File: config.mk
export PLATFORM = sky130hd
export DESIGN_NAME = kqr_queue
export DESIGN_NICKNAME = d
export VERILOG_FILES = /design/src/rtl/core/kqr_pkg.sv /design/src/rtl/core/kqr_queue.sv
export SDC_FILE = /design/constraint.sdc
export NUM_CORES = 1
export LEC_CHECK = 0
export BUFFER_PORTS_ARGS = -buffer_cell sky130_fd_sc_hd__buf_4
export CORE_AREA = 2 2 187 189
export CTS_CLUSTER_SIZE = 8
export DETAILED_ROUTE_END_ITERATION = 16
export DIE_AREA = 0 0 189 191
export PLACE_DENSITY_LB_ADDON = 0.15
export SYNTH_ARGS = -nofsm -noshare
export SYNTH_HDL_FRONTEND = slang
export SYNTH_SLANG_ARGS = --single-unit
File: constraint.sdc
create_clock -name i_clk -period 16.11 [get_ports i_clk]
set_input_delay 1.611 -clock i_clk [delete_from_list [all_inputs] [get_ports i_clk]]
set_output_delay 1.611 -clock i_clk [all_outputs]
set_load 0.01 [all_outputs]
File: src/rtl/core/kqr_pkg.sv
// shared types, constants and the operation table of the keypoint refine unit
package kqr_pkg;

    localparam int SAMPLE_BITS = 16;
    localparam int NTAPS       = 19;
    localparam int TAP_W       = 5;
    localparam int SW          = SAMPLE_BITS + 5;      // hessian / gradient terms
    localparam int NSMALL      = 9;
    localparam int NWIDE       = 11;
    localparam int W           = 4 * SAMPLE_BITS + 20; // cofactors, det, adjugate rows, dot
    localparam int SEL_W       = 5;
    localparam int BSEL_W      = 4;
    localparam int WIX_W       = 4;
    localparam int DIG         = 7;                    // multiplier digit of the small operand
    localparam int NDIG        = (SW + DIG - 1) / DIG;
    localparam int KW          = (NDIG > 1) ? $clog2(NDIG) : 1;
    localparam int NUOP        = 27;
    localparam int PC_W        = 5;

    localparam int OFF_W       = 16;
    localparam int VAL_W       = 21;
    localparam int OFF_SHIFT   = 13;
    localparam int VAL_SHIFT   = 3;
    localparam int OFF_QBITS   = 17;
    localparam int VAL_QBITS   = 42;
    localparam int QW          = VAL_QBITS + 1;
    localparam int DW          = W + VAL_QBITS + 1;
    localparam int CNT_W       = 6;
    localparam int QDEPTH      = 2;

    // operand codes: small terms first, then wide results
    localparam logic [SEL_W-1:0] R_HXX = 5'd0;
    localparam logic [SEL_W-1:0] R_HYY = 5'd1;
    localparam logic [SEL_W-1:0] R_HSS = 5'd2;
    localparam logic [SEL_W-1:0] R_HXY = 5'd3;
    localparam logic [SEL_W-1:0] R_HXS = 5'd4;
    localparam logic [SEL_W-1:0] R_HYS = 5'd5;
    localparam logic [SEL_W-1:0] R_GX  = 5'd6;
    localparam logic [SEL_W-1:0] R_GY  = 5'd7;
    localparam logic [SEL_W-1:0] R_GS  = 5'd8;
    localparam logic [SEL_W-1:0] R_AA  = 5'd9;
    localparam logic [SEL_W-1:0] R_AB  = 5'd10;
    localparam logic [SEL_W-1:0] R_AC  = 5'd11;
    localparam logic [SEL_W-1:0] R_BB  = 5'd12;
    localparam logic [SEL_W-1:0] R_BC  = 5'd13;
    localparam logic [SEL_W-1:0] R_CC  = 5'd14;
    localparam logic [SEL_W-1:0] R_DET = 5'd15;
    localparam logic [SEL_W-1:0] R_NR  = 5'd16;
    localparam logic [SEL_W-1:0] R_NC  = 5'd17;
    localparam logic [SEL_W-1:0] R_NS  = 5'd18;
    localparam logic [SEL_W-1:0] R_DOT = 5'd19;

    typedef struct packed {
        logic [NSMALL-1:0][SW-1:0] h;
        logic [SW-1:0]             c16;
        logic [11:0]               row;
        logic [11:0]               col;
        logic [2:0]                scale;
    } t_job;

    typedef struct packed {
        logic [SEL_W-1:0]  a;
        logic [SEL_W-1:0]  b;
        logic              sub;
        logic              first;
        logic              wr;
        logic [SEL_W-1:0]  dest;
    } t_uop;

    typedef struct packed {
        logic [OFF_W-1:0] offset_row;
        logic [OFF_W-1:0] offset_col;
        logic [OFF_W-1:0] offset_scale;
        logic [VAL_W-1:0] refined_value;
        logic             singular;
        logic [11:0]      key_row;
        logic [11:0]      key_col;
        logic [2:0]       key_scale;
    } t_result;

    function automatic logic [SW-1:0] sx(input logic [SAMPLE_BITS-1:0] v);
        return SW'($signed(v));
    endfunction

    function automatic t_uop mk(input logic [SEL_W-1:0] a, input logic [SEL_W-1:0] b,
                                input logic sub, input logic first, input logic wr,
                                input logic [SEL_W-1:0] dest);
        t_uop u;
        u.a = a; u.b = b; u.sub = sub; u.first = first; u.wr = wr; u.dest = dest;
        return u;
    endfunction

    // multiply-accumulate program: cofactors, det, -adj*g, g.n
    function automatic t_uop uop_at(input logic [PC_W-1:0] pc);
        t_uop u;
        u = '0;
        case (pc)
            5'd0:  u = mk(R_HYY, R_HSS, 1'b0, 1'b1, 1'b0, R_AA);
            5'd1:  u = mk(R_HYS, R_HYS, 1'b1, 1'b0, 1'b1, R_AA);
            5'd2:  u = mk(R_HXS, R_HYS, 1'b0, 1'b1, 1'b0, R_AB);
            5'd3:  u = mk(R_HXY, R_HSS, 1'b1, 1'b0, 1'b1, R_AB);
            5'd4:  u = mk(R_HXY, R_HYS, 1'b0, 1'b1, 1'b0, R_AC);
            5'd5:  u = mk(R_HXS, R_HYY, 1'b1, 1'b0, 1'b1, R_AC);
            5'd6:  u = mk(R_HXX, R_HSS, 1'b0, 1'b1, 1'b0, R_BB);
            5'd7:  u = mk(R_HXS, R_HXS, 1'b1, 1'b0, 1'b1, R_BB);
            5'd8:  u = mk(R_HXY, R_HXS, 1'b0, 1'b1, 1'b0, R_BC);
            5'd9:  u = mk(R_HXX, R_HYS, 1'b1, 1'b0, 1'b1, R_BC);
            5'd10: u = mk(R_HXX, R_HYY, 1'b0, 1'b1, 1'b0, R_CC);
            5'd11: u = mk(R_HXY, R_HXY, 1'b1, 1'b0, 1'b1, R_CC);
            5'd12: u = mk(R_AA,  R_HXX, 1'b0, 1'b1, 1'b0, R_DET);
            5'd13: u = mk(R_AB,  R_HXY, 1'b0, 1'b0, 1'b0, R_DET);
            5'd14: u = mk(R_AC,  R_HXS, 1'b0, 1'b0, 1'b1, R_DET);
            5'd15: u = mk(R_AA,  R_GX,  1'b1, 1'b1, 1'b0, R_NR);
            5'd16: u = mk(R_AB,  R_GY,  1'b1, 1'b0, 1'b0, R_NR);
            5'd17: u = mk(R_AC,  R_GS,  1'b1, 1'b0, 1'b1, R_NR);
            5'd18: u = mk(R_AB,  R_GX,  1'b1, 1'b1, 1'b0, R_NC);
            5'd19: u = mk(R_BB,  R_GY,  1'b1, 1'b0, 1'b0, R_NC);
            5'd20: u = mk(R_BC,  R_GS,  1'b1, 1'b0, 1'b1, R_NC);
            5'd21: u = mk(R_AC,  R_GX,  1'b1, 1'b1, 1'b0, R_NS);
            5'd22: u = mk(R_BC,  R_GY,  1'b1, 1'b0, 1'b0, R_NS);
            5'd23: u = mk(R_CC,  R_GS,  1'b1, 1'b0, 1'b1, R_NS);
            5'd24: u = mk(R_NR,  R_GX,  1'b0, 1'b1, 1'b0, R_DOT);
            5'd25: u = mk(R_NC,  R_GY,  1'b0, 1'b0, 1'b0, R_DOT);
            5'd26: u = mk(R_NS,  R_GS,  1'b0, 1'b0, 1'b1, R_DOT);
            default: u = '0;
        endcase
        return u;
    endfunction

endpackage

File: src/rtl/core/kqr_queue.sv
// short job queue between front end and solver
module kqr_queue import kqr_pkg::*; (
    input  logic i_clk,
    input  logic i_rst_n,
    input  logic i_push,
    input  t_job i_job,
    input  logic i_pop,
    output logic o_full,
    output logic o_empty,
    output t_job o_job
);

    localparam int PW = (QDEPTH > 1) ? $clog2(QDEPTH) : 1;
    localparam int CW = $clog2(QDEPTH + 1);

    t_job          r_mem [QDEPTH];
    logic [PW-1:0] r_wp, r_rp;
    logic [CW-1:0] r_cnt;
    logic          do_push, do_pop;

    assign o_full  = (r_cnt == CW'(QDEPTH));
    assign o_empty = (r_cnt == '0);
    assign do_push = i_push && !o_full;
    assign do_pop  = i_pop && !o_empty;
    assign o_job   = r_mem[r_rp];

    always_ff @(posedge i_clk) begin
        if (do_push) begin
            r_mem[r_wp] <= i_job;
        end
    end

    always_ff @(posedge i_clk) begin
        if (!i_rst_n) begin
            r_wp  <= '0;
            r_rp  <= '0;
            r_cnt <= '0;
        end else begin
            if (do_push) begin
                r_wp <= (r_wp == PW'(QDEPTH - 1)) ? '0 : r_wp + 1'b1;
            end
            if (do_pop) begin
                r_rp <= (r_rp == PW'(QDEPTH - 1)) ? '0 : r_rp + 1'b1;
            end
            if (do_push && !do_pop) begin
                r_cnt <= r_cnt + 1'b1;
            end else if (do_pop && !do_push) begin
                r_cnt <= r_cnt - 1'b1;
            end
        end
    end

endmodule

# Word level (Yosys, flattened, before mapping)
# Memory sizes are Yosys's and may differ from the RTL's. A register that Yosys moved wholly into a read port is not among the register bits.
# Index checks and enable logic that the tools add are counted.
# word_totals
in_bits,241
output_inout_bits,239
mem_bits_rw,474
n_memories,1
wordCells,27
register_bits,4
# mem_list
name,depth,width,rd,rd_ports_with_merged_regs,wr,line,source
r_mem,2,237,1,1,1,kqr_queue.sv:16,t_job r_mem [QDEPTH];
# classes
reduce_logical,10
eq_ne,1
n_mux,8
addsub,4
# op_table
op,count
2-to-1 mux 1 bit,6
logical AND 1 bit,4
logical NOT 1 bit,4
2-to-1 mux 2 bit,2
adder 1 bit (second input constant),2
adder 2 x 1 -> 2 bit (second input constant),1
equality test 2 bit (second input constant),1
logical NOT 2 bit,1
nonzero test 2 bit,1
subtractor 2 x 1 -> 2 bit (second input constant),1

# Longest topological paths before layout
# Gate-level depths: netlist of run 1.
# depth
ltp_word,7
ltp_mapped,7

# Least setup slack after synthesis of run 1
# OpenSTA, ideal clock, no wires.
# synth_timing
path_kind,input to register
from,input port i_push
to,register r_wp
slack_ns,4.545
required_time_ns,16.010
arrival_ns,11.465
path_stages,3
path_cell_list,inv_1 > nor3_2 > o21a_1
# synth_between
elab_chain_len,1
# synth_lines
item,line,source
from (decl),kqr_queue.sv:5,"input logic i_push,"
logical AND 1 bit,kqr_queue.sv:23,assign do_push = i_push && !o_full;
to (signal assigned),kqr_queue.sv:40,r_wp <= (r_wp == PW'(QDEPTH - 1)) ? '0 : r_wp + 1'b1;
to (decl),kqr_queue.sv:17,"logic [PW-1:0] r_wp, r_rp;"
# Every way passes these cells.
# A chain may end at the register's enable or synchronous reset.

==> flow_results.org, run 1 <==
** Run status
- Status :: completed

** Hold path
- Number of cells on the worst hold path :: 2
- Class of the tightest hold or removal check :: flip-flop to flip-flop

** Yosys
- After synthesis, flip-flops and latches occupy 82.3% of the total area.
- The Yosys step of the flow raised 0 warnings.
- Counting every instance in the synthesized netlist gives 762.
- Syn nets :: 1,004
- After synthesis, the netlist uses 20 different library cells.
- The mapped netlist covers 17,400 um2.
- Counting flops and latches in the post-synthesis netlist gives 479.
- Averaged over all synthesized cells, the footprint is 22.9 um2.

** Placement
- Place WS :: 11.79 ns
- Cell Area, Placed :: 21,400 um2
- Detailed-placement wirelength estimate :: 24.7 mm
- Buffers on Ports :: 479
- The congestion estimate from routability-driven global placement came to 0.772.

** Timing
- Final Skew :: 0.0109 ns
- Setup violations remaining at the end of the flow were counted as 0.
- Number of slew-limit violations in the final report :: 0
- Slew at the pin closest to its max-slew limit :: 1.13 ns
- In this run the tightest slew margin relative to its limit is 24.9%.
- Subtracting the final worst setup slack from the clock period gives 4.80 ns.
- Final worst path period share :: 29.8%
- Aggregate negative setup slack :: 0 ns
- Setup slack closes at 11.31 ns.
- Setup repair after global routing left no endpoint under its margin.
- Timing would allow up to 0.209 GHz.
- The number of failing hold endpoints at the final stage came to 0.

** Clocking
- The number of clock buffers added by TritonCTS is 69.
- The clock net in this run drives a total of 479 sinks.
- Maximum buffer depth of the clock tree :: 3
- Root buffer cell :: clkbuf_16
- Hold-fix buffer count after cts :: 0
- The later pin in the worst-skew pair is clocked with a latency of 0.54 ns.
- TritonCTS clock tree :: built
- Post-CTS repair changed the size of 0 cells.
- After clock tree synthesis, the setup repair step added 0 buffers.
- H-tree levels :: 3
- After clock tree synthesis, the clock-pin slew on the worst setup and hold paths is 0.04 ns.

** Drt
- The final route contains 8,985 vias.
- DRC :: 0
- TritonRoute pass-1 iters :: 4
- In the final routed layout, each cell accounts on average for 21.1 um.
- Residual antenna-violating net count after detailed routing :: 0
- Number of vias per cell after detailed routing :: 5.08
- Wire length reported by the detailed router :: 37.3 mm
- After the first detailed-routing iteration, the DRC count stood at 481.

** Critical path
- Cell with the largest stage delay on the worst path :: dfxtp_4
- Crit-path max cell delay :: 1.00 ns
- Required time reported for the critical path endpoint :: 14.50 ns
- Most common cell type on the critical path :: buf_4
- At the worst endpoint, the arrival time is 3.18 ns.
- Cell-by-cell listing of the critical path :: buf_4 > mux2_2 > buf_4
- Biggest fanout along the worst timing path :: 83
- The worst setup path is captured at a primary output.
- The worst setup path is launched from a flip-flop.
- Number of cells on the worst reg-to-reg path :: 4
- The critical path is of the flip-flop to primary output type.

** Power
- Leakage power total :: 8.66 nW
- Net switching is 25.2% of the power.
- The clock network burns 32.8% of the power.
- In this run the power spent charging and discharging nets is 0.963 mW.
- Combinational share of power :: 24.5%
- Power spread over the standard cell area amounts to 164 nW/um2.
- Share of total power in sequential cells :: 42.7%
- VDD IR-drop max :: 0.000123 V
- Internal :: 2.85 mW

** Die
- Once the floorplan was initialized, standard cells occupied 51.1% of the core.
- Num rows :: 68
- The floorplan step defined a core boundary enclosing 34,100 um2.
- The die covers 36,100 um2.
- Die width :: 189 um
- Measured along the y axis, the die boundary spans 191 um.
- Boundary Pins :: 480

** GRT
- Maximum number of pins on one net before global-route repair :: 84
- Via count of the first global-routing pass :: 9,449
- Wire length of the first global-routing pass :: 53.7 mm
- Total GRT Usage :: 20.0%
- Number of antenna violations at the first check in global routing :: 2
- Summed over all layers, the global routing overflow is 0.

** Finish
- The top cell types in the final layout, fill and taps aside, are buf_4, edfxtp_1, mux2_2.
- P&R area growth vs syn :: 33.5%
- The finished cells cover 23,300 um2.
- Final core utilization :: 68.2%
- Share of post-route cells with drive strength above 1 :: 61.1%
- Most common cell after layout, fill and taps aside :: buf_4
- Nets@finish :: 1,537

** Run
- The tool flagged a number of max-cap violations equal to 0.
-- layer usage --
metal	part of all wire, %	global-route usage, %	vias to the layer above
met5	0	0	-
met4	3.8	9.44	0
li1	-	-	4108
met2	52	34.4	371
met1	34	21.1	4434
met3	9.9	8.63	72
-- layout make-up --
| cell class | count | area, um2 |
|---|---|---|
| sequential | 479 | 14300 |
| fill | 2209 | 10800 |
| timing repair buffer | 488 | 3660 |
| multi-input combinational | 255 | 2810 |
| clock buffer | 87 | 1880 |
| tap | 455 | 569 |
| inverter | 2 | 7.51 |
| antenna | 2 | 5.00 |
-- logic make-up after synthesis --
logic type | Yosys count | share of synthesized area, %
AOI/OAI and AO/OA | 5 | 0.187
and+or+nand+nor | 9 | 0.316
xor gates and xnor gates | 3 | 0.151
DFF | 479 | 82.3
buffers and inverters | 28 | 1.70
adders and majority gates | 1 | 0.0718
muxes | 237 | 15.3
-- power by group through the flow --
stage / Clock, mW / Combinational (mW) / Sequential, mW
2_1_floorplan: 0 / 0.542 / 1.67
3_3_place_gp: 0 / 0.943 / 1.65
3_5_place_dp: 0 / 0.942 / 1.65
4_1_cts: 1.28 / 0.948 / 1.63
5_1_grt: 1.34 / 0.991 / 1.65
6_report: 1.25 / 0.934 / 1.63
-- per-stage QoR --
stage / power, mW / hold slack, ns / cells
floorplan: 2.21 / 0.483 / 762
global placement: 2.59 / 0.503 / 1679
detailed placement: 2.60 / 0.523 / 1679
CTS: 3.86 / 0.534 / 1766
global route: 3.98 / 0.590 / 1768
finish: 3.82 / 0.537 / 1768
-- worst paths after layout --
kind	from	to	slack, ns
max	flip-flop	o_job[229]	11.31
min	r_cnt[1]$_SDFFE_PN0P_	r_cnt[1]$_SDFFE_PN0P_	0.54
max reg2reg	r_cnt[0]$_SDFFE_PN0P_	r_mem[1][95]$_DFFE_PP_	12.89
min reg2reg	r_cnt[1]$_SDFFE_PN0P_	r_cnt[1]$_SDFFE_PN0P_	0.54
-- flip-flops by register name, indices dropped and copies added, names as in the netlist, named ones only --
name	flops
r_wp	1
r_mem	474
r_cnt	2
r_rp	1
-- Yosys cell counts --
cell type,number,share of area (%)
nor2_1,2,0.043
or3_1,1,0.036
xor2_1,1,0.050
o21ai_0,1,0.029
a21boi_1,1,0.043
nor3_2,1,0.057
mux2_2,237,15
xnor2_1,2,0.10
and3_1,1,0.036
dfxtp_1,5,0.57
o21ai_1,1,0.029
buf_4,1,0.043
buf_6,25,1.6
inv_1,2,0.043
edfxtp_1,474,82
a21boi_0,1,0.043
ha_1,1,0.072
and2_1,3,0.11
o21a_1,1,0.043
nand2b_1,1,0.036
-- worst max-delay path: cells and delay by family, from the launching register on --
kind                   cells  cell delay, ns
buffers and inverters      2            1.09
multiplexers               1            0.44
flip-flops                 1            1.00
No activity file was read; power rests on OpenSTA's default activity.
==> run 2, diff against run 1 <==
- CORE_AREA: 2 2 187 189 -> default
- CORE_UTILIZATION: default -> 47
- DIE_AREA: 0 0 189 191 -> default
- clock period: 16.11 -> 4.3 ns (I/O delays scaled with it)
==> run 2 against run 1 <==
  * Combinational power rose to 3.8 times the previous value
  * Sequential power rose to 3.7 times the previous value
  * Final cell count up 0.68%
  * Clock skew up 0.00085 ns
  * Routed wire length grew 0.85%
  * Sequential cell count unchanged
  * Worst setup slack got worse by 9.9 ns
  * Clock power rose to 3.8 times the previous value
  * Highest routed layer unchanged
==> flow_results.org, run 2 (same netlist as run 1, synthesis figures left out) <==
** Run status
- Status :: completed

** Finish
- Max FFs per register :: 474
- The multi-input combinational cells in the finished layout cover a total of 2810 um2.
- Layout fillers :: 2,623
- Share of post-route cells with drive strength above 1 :: 61.7%
- Commonest cells after routing, fill and taps aside :: buf_4, edfxtp_1, mux2_2
- The count of cells in the finished layout, fillers not included, comes to 1,780.
- Once layout is complete, the utilization of the core stands at 64.0%.
- More flip-flops sit in one register than any other, and that register is r_mem.
- P&R area growth vs syn :: 34.1%
- Area used by sequential logic in the layout :: 14,300 um2
- Leaving out fill and tap cells, the most frequent cell in the layout is buf_4.
- Summing all non-filler instances in the final layout gives an area of 23,400 um2.
- At the end of the flow, the number of nets in the layout was 1,537.
- The largest registers in the layout are r_mem: 474 flops, r_cnt: 2 flops.

** Placement
- At the end of routability-driven placement, the weighted congestion stood at 0.757.
- Number of cells after detailed placement :: 1,692
- After legalization and detailed placement, the total HPWL measured 24.6 mm.
- Summing all placed instances gives a cell area of 21,500 um2.
- Port buffering added 479 buffers.

** Timing
- Final worst path period share :: 68.0%
- Measured against its own limit, the worst slew margin works out to 31.9%.
- Peak Freq :: 0.342 GHz
- Fin crit period :: 2.92 ns
- Hold_ws :: 0.0488 ns
- Final-report setup violation count :: 0
- The number of failing hold endpoints at the final stage was 0.
- RSZ-0062 raised after global routing :: false
- Number of slew-limit violations in the final report :: 0
- The clock arrives with 0.0118 ns of skew.
- For the pin with the worst max-slew slack, the measured transition is 1.02 ns.

** Drt
- After detailed routing, the number of remaining DRC violations is 0.
- The pre-antenna-repair detailed-routing pass consisted of 4 iterations.
- In the final routed layout, each cell accounts on average for 21.1 um.
- In this run, the number of DRC markers left after iteration 0 of detailed routing was 366.
- For this block, the routed nets add up to 37.6 mm of wire.
- Summing over every cut layer, the via total after detailed routing is 8,945.
- After detailed routing, the number of vias per cell comes to 5.03.
- Residual antenna-violating net count after detailed routing :: 0

** GRT
- In the global route stage, met1 resource usage came out at 20.9%.
- The first global-routing pass estimated 55.0 mm of wire.
- Number of antenna violations at the first check in global routing :: 5
- GR Util met3 :: 8.76%
- Total global routing overflow :: 0
- Total GRT Usage :: 19.6%
- The number of global-route vias before repair came to 9,514.
- Entering global routing, the biggest net connects 145 pins.
- Met2 track utilization from global routing :: 33.1%
- After global routing, the most crowded layer is met2.

** Die
- Num rows :: 70
- The core region is 36,500 um2.
- Measured along the x axis, the die boundary spans 195 um.
- Die Span Y :: 195 um
- Die area :: 37,800 um2
- The initial utilization of the core area, before any placement, comes to 47.7%.
- 480 I/O pins were placed.

** Clocking
- In this run, post-CTS hold repair placed 0 buffers.
- Gates resized during post-CTS repair numbered 0.
- Clock buffers created by TritonCTS :: 69
- Insertion delay to the later sink of the worst-skew pair :: 0.55 ns
- Clock sink count :: 479
- Post-CTS clock slew at the launch and capture registers of the worst setup and hold paths :: 0.05 ns
- H-tree levels :: 3
- Number of setup buffers added after CTS :: 0
- TritonCTS clock tree :: built
- Root buffer cell :: clkbuf_16
- The clock passes through at most 3 buffers.

** Run
- Across the run, the number of max-cap violations was 0.

** Critical path
- Type of element capturing the critical path :: primary output
- Required time reported for the critical path endpoint :: 3.87 ns
- The setup path with the least slack is of type flip-flop to primary output.
- Startpoint of the most critical register-to-register path :: r_cnt[0]$_SDFFE_PN0P_
- For flop-to-flop paths, the worst setup slack is 2.06 ns.
- STA classifies the critical path startpoint as a flip-flop.
- Data arrival at the endpoint of the critical path :: 2.49 ns
- Biggest fanout along the worst timing path :: 90

** Hold path
- The min-delay analysis places its worst path in the category input port to flip-flop.
- In this run the most critical hold path is launched from i_job[0].

** Power
- Dividing total power by cell area gives a power density of 615 nW/um2.
- For this design the static power due to leakage is 8.68 nW.
- Sum of internal, switching and leakage power :: 14.4 mW
- IR analysis of the VDD net gives a maximum drop of 0.000424 V.
==> run 2: final timing paths <==
kind                                           endpoint  depth (start not counted)
worst max-delay path                         o_job[165]                          3
worst min-delay path              r_mem[0][0]$_DFFE_PP_                          1
worst max register to register  r_mem[1][143]$_DFFE_PP_                          3
worst min register to register    r_cnt[1]$_SDFFE_PN0P_                          2
==> run 2: final cells by class <==
cell class / instances / share of cell area (%)
clock buffer: 79 / 7.82
multi-input combinational: 255 / 12.0
clock inverter: 4 / 0.182
antenna: 5 / 0.0535
sequential: 479 / 61.4
timing repair buffer: 488 / 16.0
inverter: 2 / 0.0428
tap: 468 / 2.51
==> run 2: power by group <==
part	internal (mW)	switching, mW
logic	1.84	1.73
registers	5.89	0.189
clock network	2.95	1.77
total	10.7	3.69
==> run 2: routing by layer <==
metal / share of wire (%) / up-vias
met5: 0 / -
met4: 2.8 / 0
met3: 10 / 55
met2: 51 / 370
met1: 36 / 4425
li1: - / 4095
==> run 2: stage by stage <==
stage / worst slack (ns) / setup TNS [ns]
global route: 1.30 / 0
finish: 1.38 / 0
CTS: 1.33 / 0
detailed placement: 1.94 / 0
global placement: 1.94 / 0
floorplan: -2.34 / -556.60
==> run 2: critical path: stages (launching register included) <==
cell	delay, ns
dfxtp_4	0.77
buf_12	0.48
mux2_2	0.44
buf_4	0.16
