==> config.mk <==
export PLATFORM = sky130hd
export DESIGN_NAME = kqr_front
export DESIGN_NICKNAME = d
export VERILOG_FILES = /design/src/rtl/core/kqr_pkg.sv /design/src/rtl/core/kqr_front.sv
export SDC_FILE = /design/constraint.sdc
export NUM_CORES = 1
export LEC_CHECK = 0
export ABC_AREA = 1
export BUFFER_PORTS_ARGS = -buffer_cell sky130_fd_sc_hd__buf_2
export CORE_AREA = 2 2 218 220
export CTS_BUF_LIST = sky130_fd_sc_hd__clkbuf_4 sky130_fd_sc_hd__clkbuf_8
export DETAILED_ROUTE_END_ITERATION = 6
export DIE_AREA = 0 0 220 222
export GPL_TIMING_DRIVEN = 0
export PLACE_DENSITY_LB_ADDON = 0.08
export SLEW_MARGIN = 20
export SYNTH_ARGS = -nofsm -noshare
export SYNTH_HDL_FRONTEND = slang
export SYNTH_SLANG_ARGS = --single-unit
export TNS_END_PERCENT = 5
==> constraint.sdc <==
create_clock -name i_clk -period 4 [get_ports i_clk]
set_input_delay 1 -clock i_clk [delete_from_list [all_inputs] [get_ports i_clk]]
set_output_delay 1 -clock i_clk [all_outputs]
set_load 0.02 [all_outputs]
==> src/rtl/core/kqr_pkg.sv <==
// shared types, constants and the operation table of the keypoint refine unit
package kqr_pkg;

    localparam int SAMPLE_BITS = 16;
    localparam int NTAPS       = 19;
    localparam int TAP_W       = 5;
    localparam int SW          = SAMPLE_BITS + 5;      // hessian / gradient terms
    localparam int NSMALL      = 9;
    localparam int NWIDE       = 11;
    localparam int W           = 4 * SAMPLE_BITS + 20; // cofactors, det, adjugate rows, dot
    localparam int SEL_W       = 5;
    localparam int BSEL_W      = 4;
    localparam int WIX_W       = 4;
    localparam int DIG         = 7;                    // multiplier digit of the small operand
    localparam int NDIG        = (SW + DIG - 1) / DIG;
    localparam int KW          = (NDIG > 1) ? $clog2(NDIG) : 1;
    localparam int NUOP        = 27;
    localparam int PC_W        = 5;

    localparam int OFF_W       = 16;
    localparam int VAL_W       = 21;
    localparam int OFF_SHIFT   = 13;
    localparam int VAL_SHIFT   = 3;
    localparam int OFF_QBITS   = 17;
    localparam int VAL_QBITS   = 42;
    localparam int QW          = VAL_QBITS + 1;
    localparam int DW          = W + VAL_QBITS + 1;
    localparam int CNT_W       = 6;
    localparam int QDEPTH      = 2;

    // operand codes: small terms first, then wide results
    localparam logic [SEL_W-1:0] R_HXX = 5'd0;
    localparam logic [SEL_W-1:0] R_HYY = 5'd1;
    localparam logic [SEL_W-1:0] R_HSS = 5'd2;
    localparam logic [SEL_W-1:0] R_HXY = 5'd3;
    localparam logic [SEL_W-1:0] R_HXS = 5'd4;
    localparam logic [SEL_W-1:0] R_HYS = 5'd5;
    localparam logic [SEL_W-1:0] R_GX  = 5'd6;
    localparam logic [SEL_W-1:0] R_GY  = 5'd7;
    localparam logic [SEL_W-1:0] R_GS  = 5'd8;
    localparam logic [SEL_W-1:0] R_AA  = 5'd9;
    localparam logic [SEL_W-1:0] R_AB  = 5'd10;
    localparam logic [SEL_W-1:0] R_AC  = 5'd11;
    localparam logic [SEL_W-1:0] R_BB  = 5'd12;
    localparam logic [SEL_W-1:0] R_BC  = 5'd13;
    localparam logic [SEL_W-1:0] R_CC  = 5'd14;
    localparam logic [SEL_W-1:0] R_DET = 5'd15;
    localparam logic [SEL_W-1:0] R_NR  = 5'd16;
    localparam logic [SEL_W-1:0] R_NC  = 5'd17;
    localparam logic [SEL_W-1:0] R_NS  = 5'd18;
    localparam logic [SEL_W-1:0] R_DOT = 5'd19;

    typedef struct packed {
        logic [NSMALL-1:0][SW-1:0] h;
        logic [SW-1:0]             c16;
        logic [11:0]               row;
        logic [11:0]               col;
        logic [2:0]                scale;
    } t_job;

    typedef struct packed {
        logic [SEL_W-1:0]  a;
        logic [SEL_W-1:0]  b;
        logic              sub;
        logic              first;
        logic              wr;
        logic [SEL_W-1:0]  dest;
    } t_uop;

    typedef struct packed {
        logic [OFF_W-1:0] offset_row;
        logic [OFF_W-1:0] offset_col;
        logic [OFF_W-1:0] offset_scale;
        logic [VAL_W-1:0] refined_value;
        logic             singular;
        logic [11:0]      key_row;
        logic [11:0]      key_col;
        logic [2:0]       key_scale;
    } t_result;

    function automatic logic [SW-1:0] sx(input logic [SAMPLE_BITS-1:0] v);
        return SW'($signed(v));
    endfunction

    function automatic t_uop mk(input logic [SEL_W-1:0] a, input logic [SEL_W-1:0] b,
                                input logic sub, input logic first, input logic wr,
                                input logic [SEL_W-1:0] dest);
        t_uop u;
        u.a = a; u.b = b; u.sub = sub; u.first = first; u.wr = wr; u.dest = dest;
        return u;
    endfunction

    // multiply-accumulate program: cofactors, det, -adj*g, g.n
    function automatic t_uop uop_at(input logic [PC_W-1:0] pc);
        t_uop u;
        u = '0;
        case (pc)
            5'd0:  u = mk(R_HYY, R_HSS, 1'b0, 1'b1, 1'b0, R_AA);
            5'd1:  u = mk(R_HYS, R_HYS, 1'b1, 1'b0, 1'b1, R_AA);
            5'd2:  u = mk(R_HXS, R_HYS, 1'b0, 1'b1, 1'b0, R_AB);
            5'd3:  u = mk(R_HXY, R_HSS, 1'b1, 1'b0, 1'b1, R_AB);
            5'd4:  u = mk(R_HXY, R_HYS, 1'b0, 1'b1, 1'b0, R_AC);
            5'd5:  u = mk(R_HXS, R_HYY, 1'b1, 1'b0, 1'b1, R_AC);
            5'd6:  u = mk(R_HXX, R_HSS, 1'b0, 1'b1, 1'b0, R_BB);
            5'd7:  u = mk(R_HXS, R_HXS, 1'b1, 1'b0, 1'b1, R_BB);
            5'd8:  u = mk(R_HXY, R_HXS, 1'b0, 1'b1, 1'b0, R_BC);
            5'd9:  u = mk(R_HXX, R_HYS, 1'b1, 1'b0, 1'b1, R_BC);
            5'd10: u = mk(R_HXX, R_HYY, 1'b0, 1'b1, 1'b0, R_CC);
            5'd11: u = mk(R_HXY, R_HXY, 1'b1, 1'b0, 1'b1, R_CC);
            5'd12: u = mk(R_AA,  R_HXX, 1'b0, 1'b1, 1'b0, R_DET);
            5'd13: u = mk(R_AB,  R_HXY, 1'b0, 1'b0, 1'b0, R_DET);
            5'd14: u = mk(R_AC,  R_HXS, 1'b0, 1'b0, 1'b1, R_DET);
            5'd15: u = mk(R_AA,  R_GX,  1'b1, 1'b1, 1'b0, R_NR);
            5'd16: u = mk(R_AB,  R_GY,  1'b1, 1'b0, 1'b0, R_NR);
            5'd17: u = mk(R_AC,  R_GS,  1'b1, 1'b0, 1'b1, R_NR);
            5'd18: u = mk(R_AB,  R_GX,  1'b1, 1'b1, 1'b0, R_NC);
            5'd19: u = mk(R_BB,  R_GY,  1'b1, 1'b0, 1'b0, R_NC);
            5'd20: u = mk(R_BC,  R_GS,  1'b1, 1'b0, 1'b1, R_NC);
            5'd21: u = mk(R_AC,  R_GX,  1'b1, 1'b1, 1'b0, R_NS);
            5'd22: u = mk(R_BC,  R_GY,  1'b1, 1'b0, 1'b0, R_NS);
            5'd23: u = mk(R_CC,  R_GS,  1'b1, 1'b0, 1'b1, R_NS);
            5'd24: u = mk(R_NR,  R_GX,  1'b0, 1'b1, 1'b0, R_DOT);
            5'd25: u = mk(R_NC,  R_GY,  1'b0, 1'b0, 1'b0, R_DOT);
            5'd26: u = mk(R_NS,  R_GS,  1'b0, 1'b0, 1'b1, R_DOT);
            default: u = '0;
        endcase
        return u;
    endfunction

endpackage

==> src/rtl/core/kqr_front.sv <==
// front end: tap store, tag store and finite-difference terms of a finished keypoint
module kqr_front import kqr_pkg::*; (
    input  logic                   i_clk,
    input  logic                   i_rst_n,
    input  logic                   i_push,
    input  logic [SAMPLE_BITS-1:0] i_sample,
    input  logic [TAP_W-1:0]       i_tap,
    input  logic                   i_last_tap,
    input  logic [11:0]            i_at_row,
    input  logic [11:0]            i_at_col,
    input  logic [2:0]             i_at_scale,
    input  logic                   i_qfull,
    output logic                   o_full,
    output logic                   o_qpush,
    output t_job                   o_job
);

    logic [SAMPLE_BITS-1:0] r_tap [NTAPS];
    logic [11:0]            r_row, r_col;
    logic [2:0]             r_scale;
    logic                   r_pend;
    logic                   accept;
    logic [SW-1:0]          t [NTAPS];

    assign accept  = i_push && !r_pend;
    assign o_full  = r_pend;
    assign o_qpush = r_pend && !i_qfull;

    always_ff @(posedge i_clk) begin
        if (accept && (i_tap < TAP_W'(NTAPS))) begin
            r_tap[i_tap] <= i_sample;
        end
    end

    always_ff @(posedge i_clk) begin
        if (!i_rst_n) begin
            r_row   <= '0;
            r_col   <= '0;
            r_scale <= '0;
            r_pend  <= 1'b0;
        end else begin
            if (accept) begin
                r_row   <= i_at_row;
                r_col   <= i_at_col;
                r_scale <= i_at_scale;
            end
            if (accept && i_last_tap) begin
                r_pend <= 1'b1;
            end else if (o_qpush) begin
                r_pend <= 1'b0;
            end
        end
    end

    always_comb begin
        for (int i = 0; i < NTAPS; i++) begin
            t[i] = sx(r_tap[i]);
        end
        o_job.h[0] = (t[1] + t[2] - (t[0] << 1)) << 2;
        o_job.h[1] = (t[3] + t[4] - (t[0] << 1)) << 2;
        o_job.h[2] = (t[5] + t[6] - (t[0] << 1)) << 2;
        o_job.h[3] = (t[10] - t[9]) - (t[8] - t[7]);
        o_job.h[4] = (t[14] - t[13]) - (t[12] - t[11]);
        o_job.h[5] = (t[18] - t[17]) - (t[16] - t[15]);
        o_job.h[6] = t[2] - t[1];
        o_job.h[7] = t[4] - t[3];
        o_job.h[8] = t[6] - t[5];
        o_job.c16  = t[0] << 4;
        o_job.row  = r_row;
        o_job.col  = r_col;
        o_job.scale = r_scale;
    end

endmodule

* Word level (Yosys, flattened, before mapping)
Memories as Yosys holds them, arrays and structs flattened.
Index checks and enable logic that the tools add are counted.
** Storage, ports and cells
- Memory bits (writable) :: 304
- Output and inout bits :: 239
- Register bits :: 28
- Memories kept :: 1
** Operators by class
- Reduce and logical (&&, ||, !) cells :: 7
- Add/subtract/negate cells :: 18
- Mux-type cells :: 4
- $lt $le $gt $ge :: 1
** Memories
- r_tap :: words 19, bits a word 16, rd ports 19, clocked after Yosys merged registers in 0, wr ports 1, RTL line kqr_front.sv:18 : logic [SAMPLE_BITS-1:0] r_tap [NTAPS];
** Operators by type and width (number)
- subtractor 16 x 16 -> 17 bit :: 9
- subtractor 17 x 17 -> 18 bit :: 6
- adder 16 x 16 -> 17 bit :: 3
- less-than comparator 5 bit (second input constant) :: 1
- logical AND 1 bit :: 4
- two-way mux 1 bit :: 4
- logical NOT 1 bit :: 2
- nonzero test 2 bit :: 1

* Logic depth before layout (Yosys ltp)
Gate-level depths: netlist (run 1).
- Depth after elaboration :: 5
- Gate-level depth with buffers :: 17

* Least setup slack after synthesis (run 1)
No wires, ideal clock.
- Kind :: reg2out
- From :: mem r_tap[14][0]
- To :: out o_job[140] (netlist name)
- Stages on the path, launching flop included :: 12
- Setup slack :: 0.130 ns
- Arrival time :: 2.870 ns
- Cells stage by stage :: edfxtp_1 fa_1 inv_1 fa_1 inv_1 ha_1 inv_1 fa_1 o21ai_2 nand3_1 nand2_1 xor2_1
** RTL lines
- start: declaration :: RTL line kqr_front.sv:18
- end: declaration :: RTL line kqr_front.sv:15 : output t_job o_job

==> qor.csv, run 1 <==
stage;metric;value;unit
run_status;status;complete, but fails checks;
run_status;failing checks;negative setup slack;
die;row count;79;
drt;initial drt markers;1057;
critical_path;CP arrival;3.61;ns
finish;final net count;3254;
sta;Tmin final;4.61;ns
power;Tot Pwr;0.00827;W
global_route;initial antenna violation count;5;
die;Die ar.;0.0488;sq mm
global_route;vias in the first global route;17400;
clocking;Skew-Pair Late Insertion Delay;0.67;ns
clocking;CTS Buffer Depth;3;
yosys;leading area contributor after synthesis;edfxtp_1;
yosys;Yosys top cell area share;39.6;%
drt;total routed wirelength;59.5;mm
sta;final setup vio count;77;
placed_design;pre-CTS setup slack;-0.160;ns
sta;Final Max Tran Viols;0;
placed_design;dpl hpwl;45.4;mm
critical_path;CP startpoint kind;register;
job;MaxCap Viol Count;0;
sta;WHS;0.485;ns
yosys;Post-Syn Area;0.0231;sq mm
drt;Avg Vias per Cell;5.00;
critical_path;Worst Path Buf+Inv;5;
critical_path;CP Cell Sequence;inv_2 -> fa_1 -> inv_1 -> fa_1 -> inv_2 -> ha_4 -> inv_2 -> fa_2 -> o21ai_4 -> nand2_1 -> nand2_2 -> nand3_2 -> nand2_1 -> nand2_1 -> nand2_2 -> buf_6;
yosys;synth warn;0;
die;Die Y;222;microns
die;initial core utilization;49.9;%
drt;drt wl/cell;16.7;microns
clocking;clock slew at reported path FFs;0.06;ns
drt;vias post-DR;17800;
die;core area;0.0463;sq mm
die;Die X;220;microns
drt;antenna-violating nets left;0;
critical_path;Setup Crit Path Kind;reg2out;
finish;share of post-route cells with drive strength above 1;25.6;%
drt;DRC viols;0;
sta;RSZ-0062 raised after global routing;yes;
power;power density over the cells;288;mW/mm^2
sta;final hold vios;0;
sta;Fmax achieved;217;MHz
drt;drt first pass iters;6;
power;Lkg Pwr;13.7;nW
yosys;synth top area cells;edfxtp_1, fa_1, inv_1;
sta;post-route setup slack;-0.611;ns
sta;period utilization;115;%
critical_path;slowest stage delay, CP;0.53;ns
finish;fin util;62.1;%
power;VDD IR max;0.000299;V
critical_path;slowest library cell on the worst path;fa_1;
clocking;CTS tree;done;
critical_path;Worst EP required;3.00;ns
placed_design;GP Congestion;0.906;
critical_path;CP top delay family;adder cells;
yosys;Unique masters post-synth;29;
global_route;first-pass GRT wire length;91.7;mm
yosys;sequential element share of the synthesized area;42.0;%
critical_path;CP endpoint kind;output port;
yosys;Cells after Synth;2523;
sta;Setup Skew;0.0326;ns
clocking;CTS Root Cell;clkbuf_8;
sta;Least-Margin Pin Slew;0.925;ns
global_route;largest net degree at the start of global routing;20;
critical_path;worst-path fanout max;3;
clocking;Hold-fix buffers, CTS;0;
sta;Slew HR;38.2;%
clocking;Clock Sinks;332;
placed_design;PortBufs;280;
global_route;Overflow after GRT;0;
finish;Area Overhead vs Synth;24.5;%
die;Boundary Pins;292;
global_route;total global-route track usage;24.2;%
hold_path;hold crit path type;reg2reg;
yosys;Mean Syn Cell Area;9.15;sq um
yosys;FF+latch count, synth;332;
clocking;H-tree Lvls;2;
clocking;Num CTS Buffers;58;
==> power by group <==
group | internal, W | switching, W | total [W] | leakage, nW
clock | 0.00195 | 0.00147 | 0.00342 | 0.674
combinational | 0.000366 | 0.000627 | 0.000992 | 10.1
sequential | 0.00383 | 0.0000204 | 0.00385 | 2.97
==> tightest hold or removal path, cell delays in order (launching register included) <==
cell	delay (ns)
dfxtp_1	0.32
nor2_1	0.05
nor2_1	0.08
==> metal layers <==
layer | wire length, microns | vias up | part of all wire (%) | track usage, %
met5 | 13 | - | 0.022 | 0
met2 | 29200 | 508 | 49 | 40.5
met1 | 25100 | 8509 | 42 | 32.3
li1 | - | 8672 | - | -
met3 | 3800 | 94 | 6.4 | 4.46
met4 | 1350 | 2 | 2.3 | 6.56
==> cells by family (layout without fill, tap and decap cells) <==
group	count (synthesis)	after routing	share of synthesized area [%]
and+or+nand+nor	928	928	16.9
buffers and inverters	636	1052	11.0
DFF	332	332	42.0
adders and majority gates	303	303	21.3
AOI/OAI and AO/OA	247	247	5.91
xor gates and xnor gates	76	76	2.88
other	1	12	0.0163
==> worst paths after layout <==
path | slack, ns | startpoint | to | depth (start not counted)
setup reg to reg | 1.55 | o_full$_SDFFE_PN0P_ | r_tap[2][15]$_DFFE_PP_ | 6
hold reg to reg | 0.49 | r_row[7]$_SDFFE_PN0P_ | r_row[7]$_SDFFE_PN0P_ | 2
setup / recovery | -0.61 | r_tap[8][0]$_DFFE_PP_ | o_job[121] | 16
hold / removal | 0.49 | r_row[7]$_SDFFE_PN0P_ | r_row[7]$_SDFFE_PN0P_ | 2
==> registers in the layout (all words and copies together) (netlist names) <==
name	flops
r_col	12
r_row	12
r_tap	304
o_full	1
r_scale	3
==> Yosys cell counts <==
master	instances
buf_2	1
o21ai_0	61
nand3_1	125
a21o_1	16
o21ai_1	4
o21ai_4	2
nor2_2	1
inv_1	589
a21oi_1	143
fa_1	150
nor4_1	20
o21ai_2	9
nand2_1	525
ha_1	153
conb_1	1
nor2_1	203
nor3b_1	1
buf_4	39
xor2_1	58
dfxtp_1	28
nand3b_1	1
clkbuf_1	7
nand3_2	14
nor4_2	3
edfxtp_1	304
nand2_2	30
xnor2_1	18
o21bai_1	12
nand4_1	5
==> layout by cell type (no fill, tap or decap), types with 10 or more instances in the layout <==
master / Yosys / final
inv_1: 589 / 572
nand2_1: 525 / 475
edfxtp_1: 304 / 304
buf_2: 1 / 207
nor2_1: 203 / 172
fa_1: 150 / 142
nand3_1: 125 / 116
a21oi_1: 143 / 115
buf_4: 39 / 94
ha_1: 153 / 74
nand2_2: 30 / 68
ha_4: 0 / 66
clkbuf_8: 0 / 62
o21ai_0: 61 / 56
xor2_1: 58 / 42
buf_6: 0 / 35
nor2_2: 1 / 30
dfxtp_1: 28 / 28
a21oi_2: 0 / 25
nand3_2: 14 / 21
clkbuf_4: 0 / 19
inv_2: 0 / 17
a21o_1: 16 / 16
xnor2_1: 18 / 15
xor2_2: 0 / 15
nor4_1: 20 / 14
ha_2: 0 / 13
nand2_4: 0 / 12
clkinv_1: 0 / 12
o21bai_1: 12 / 10
conb_1: 1 / 10
buf_8: 0 / 10
==> layout make-up <==
type                       count  area, sq um
clock buffer                  81          996
fill                        3951        17500
sequential                   332         9690
inverter                     589         2210
tap                          607          759
timing repair buffer         306         1980
clock inverter                29          283
antenna                        2         5.00
buffer                        47          328
multi-input combinational   1564        12500
==> metrics by stage <==
step / TNS [ns] / area, sq um / instances
floorplan: 0 / 23100 / 2532
global placement: -1.17 / 25300 / 3419
detailed placement: -1.65 / 25500 / 3434
CTS: -27.33 / 28200 / 3550
global route: -38.38 / 28700 / 3557
finish: -21.92 / 28700 / 3557
==> timing repair <==
action / in CTS / in global routing
pin swaps: 59 / 52
buffers inserted: 6 / 5
setup endpoints to repair: 105 / 110
gates resized for setup: 276 / 115
Note: power is estimated with default switching activity, not from simulation.
==> inputs of run 2 (changes only) <==
ABC_AREA = 0   (was 1)
CORE_AREA = 2 2 215 217   (was 2 2 218 220)
DIE_AREA = 0 0 217 219   (was 0 0 220 222)
==> run 2 against run 1 <==
The flow still finishes with violations (negative setup slack). Sequential share of layout area increased by 1.0 points. Final cell count decreased by 13%. Synthesized cell count decreased by 19%. Die area decreased by 2.7%. Routed wire length decreased by 6.7%. Register-to-register slack got worse by 0.19 ns. First-iteration DRC count decreased by 14%.
==> qor.csv, run 2 <==
stage;metric;value;unit
yosys;Async S/R FF share, synth;0;%
sta;Final Max Tran Viols;0;
power;Tot Pwr;0.00813;W
critical_path;slowest stage delay, CP;0.54;ns
yosys;Yosys top cell area share;40.8;%
placed_design;PortBufs;280;
power;sequential share of power;47.2;%
global_route;vias in the first global route;16300;
yosys;commonest cells in the netlist;inv_1, edfxtp_1, ha_1;
die;core area;0.0451;sq mm
sta;Fmax achieved;205;MHz
global_route;Overflow after GRT;0;
finish;Area Overhead vs Synth;24.6;%
global_route;first-pass GRT wire length;85.2;mm
critical_path;CP Cell Sequence;inv_2 -> fa_1 -> inv_2 -> fa_2 -> inv_2 -> ha_4 -> inv_2 -> fa_2 -> nor2b_1 -> o21a_1 -> o21ai_4 -> a21boi_4 -> buf_6 -> a31oi_4 -> xnor2_2 -> buf_4;
critical_path;Worst Path Buf+Inv;6;
critical_path;Top cell by count, worst path;inv_2;
placed_design;pre-CTS setup slack;-0.625;ns
yosys;EDFF count, synth;304;
finish;most flop-heavy register;r_tap;
critical_path;CP endpoint kind;output port;
hold_path;hold crit path type;reg2reg;
finish;share of post-route cells with drive strength above 1;28.1;%
power;Clk pwr share;40.4;%
clocking;CTS tree;done;
drt;vias post-DR;16200;
yosys;ys flop type;edfxtp_1;
die;initial core utilization;49.6;%
die;Die Y;219;microns
clocking;CTS Root Cell;clkbuf_8;
finish;most frequent cells in the layout;inv_1, edfxtp_1, buf_2;
critical_path;slowest library cell on the worst path;fa_1;
drt;initial drt markers;905;
yosys;sequential element share of the synthesized area;43.3;%
die;Boundary Pins;292;
sta;RSZ-0062 raised after global routing;yes;
placed_design;GP Congestion;0.879;
yosys;adder-cell share of the synthesized area;22.0;%
sta;final hold vios;0;
finish;final net count;2792;
yosys;top-count cell post-synth;inv_1;
finish;Final Non-Filler Cells;3080;
sta;Least-Margin Pin Slew;0.908;ns
run_status;status;complete, but fails checks;
die;row count;78;
sta;period utilization;122;%
yosys;Unique masters post-synth;83;
global_route;largest net degree at the start of global routing;20;
yosys;Post-Synth Simple-Gate Area;8.45;%
yosys;synth top area cells;edfxtp_1, fa_1, ha_1;
clocking;Skew-Pair Late Insertion Delay;0.63;ns
drt;total routed wirelength;55.5;mm
yosys;synth warn;0;
clocking;Clock Sinks;332;
critical_path;Setup Crit Path Kind;reg2out;
clocking;H-tree Lvls;2;
drt;drt wl/cell;18.0;microns
sta;Slew HR;39.4;%
finish;commonest non-fill, non-tap cell in the layout;inv_1;
power;Lkg Pwr;12.3;nW
finish;Multi-input gate area;0.0120;sq mm
job;MaxCap Viol Count;0;
power;Switching Power;0.00201;W
critical_path;CP startpoint kind;register;
global_route;initial antenna violation count;2;
clocking;clock slew at reported path FFs;0.06;ns
die;Die ar.;0.0475;sq mm
sta;Tmin final;4.87;ns
sta;WHS;0.459;ns
power;power density over the cells;292;mW/mm^2
yosys;post-synthesis mux area share;0.134;%
yosys;FF+latch count, synth;332;
power;Sw Ratio;24.7;%
drt;Avg Vias per Cell;5.25;
critical_path;CP top delay family;adder cells;
sta;Setup Skew;0.0171;ns
power;Logic pwr share;12.3;%
drt;DRC viols;0;
clocking;Num CTS Buffers;57;
power;VDD IR max;0.000214;V
yosys;Cells after Synth;2049;
sta;post-route setup slack;-0.873;ns
global_route;total global-route track usage;23.1;%
yosys;Post-Syn Area;0.0224;sq mm
sta;final setup vio count;96;
finish;fill cell count;3820;
placed_design;dpl hpwl;41.7;mm
yosys;largest family of logic cells by synthesized area;adder cells;
yosys;Post-Synth XOR/XNOR Area;4.54;%
critical_path;Worst EP required;3.00;ns
clocking;CTS Buffer Depth;3;
run_status;failing checks;negative setup slack;
yosys;leading area contributor after synthesis;edfxtp_1;
drt;drt first pass iters;5;
drt;antenna-violating nets left;0;
die;Die X;217;microns
finish;number of flip-flops in the largest register;304;
yosys;Mean Syn Cell Area;10.9;sq um
finish;Reg area;0.00969;sq mm
critical_path;worst-path fanout max;3;
critical_path;CP arrival;3.87;ns
power;Internal;0.00612;W
finish;largest registers;r_tap (304), r_col (12), r_row (12);
placed_design;placed insts;2959;
yosys;compound-cell area share of the yosys netlist;12.3;%
==> run 2: changes by cell type in the layout (fill, tap and decap cells not counted), moves of 27 or more <==
cell      previous run  this run
xnor2_1             15        67
nand3_1            116        26
a21o_1              16        48
nor2b_1              0        27
nor3_1               0        27
nor2_1             172        67
inv_1              572       409
buf_4               94       136
ha_1                74       110
ha_4                66        36
nand2_2             68         6
nand2_1            475       124
a21boi_0             0        29
a21oi_1            115        70
==> run 2: stage by stage <==
| stage | utilization, % | area, sq um | setup TNS, ns |
|---|---|---|---|
| 5_1_grt | 61.8 | 27900 | -66.38 |
| 6_report | 61.8 | 27900 | -48.15 |
| 2_1_floorplan | - | 22500 | -4.47 |
| 3_3_place_gp | 54.6 | 24600 | -41.48 |
| 4_1_cts | 60.6 | 27300 | -55.87 |
| 3_5_place_dp | 55.3 | 24900 | -17.55 |
==> run 2: final timing paths <==
| path | slack [ns] | endpoint | from | cells past startpoint |
|---|---|---|---|---|
| worst min register to register | 0.46 | r_col[6]$_SDFFE_PN0P_ | r_col[6]$_SDFFE_PN0P_ | 2 |
| worst max-delay path | -0.87 | o_job[169] | r_tap[16][0]$_DFFE_PP_ | 16 |
| worst min-delay path | 0.46 | r_col[6]$_SDFFE_PN0P_ | r_col[6]$_SDFFE_PN0P_ | 2 |
| worst max register to register | 1.36 | r_tap[4][15]$_DFFE_PP_ | o_full$_SDFFE_PN0P_ | 6 |
==> run 2: area by class of cell <==
cell class,count,area share [%]
Multi-Input combinational cell,1223,43.2
Sequential cell,332,34.8
Timing Repair Buffer,322,7.48
Inverter,437,5.88
Clock buffer,73,3.31
Tap cell,600,2.69
Buffer,63,1.62
Clock inverter,28,1.02
Antenna cell,2,0.0180
==> run 2: power by group through the flow <==
stage	Combinational [W]	Clock (W)	Sequential, W
after detailed placement	0.000855	0	0.00391
after CTS	0.000962	0.00339	0.00384
after global placement	0.000836	0	0.00391
after floorplan	0.000520	0	0.00393
after global routing	0.00108	0.00354	0.00384
final	0.00100	0.00329	0.00384
==> run 2: logic make-up (layout without fill, tap and decap cells) <==
family / Yosys count / after routing
compound gates: 399 / 399
xor+xnor: 116 / 116
fa+ha+maj: 303 / 303
buf+inv: 503 / 923
flops: 332 / 332
mux: 3 / 3
other cells: 1 / 12
simple gates: 392 / 392
==> run 2: what timing repair did <==
item                                    4_1_cts  5_1_grt
hold buffers                                  0        0
gates resized for setup                     261      117
endpoints found under the setup margin      132      134
pin swaps                                    90       54
setup buffers                                15        6
==> run 2: layer usage <==
metal	GRT usage (%)	part of all wire, %
met5	0	0
met4	8.36	3.1
met3	4.38	5.4
met2	41.1	51
met1	28.0	40
==> run 2: tightest hold or removal path: stages, from the launching register on <==
cell      delay, ns
dfxtp_1        0.31
nand2_1        0.04
a21boi_0       0.06
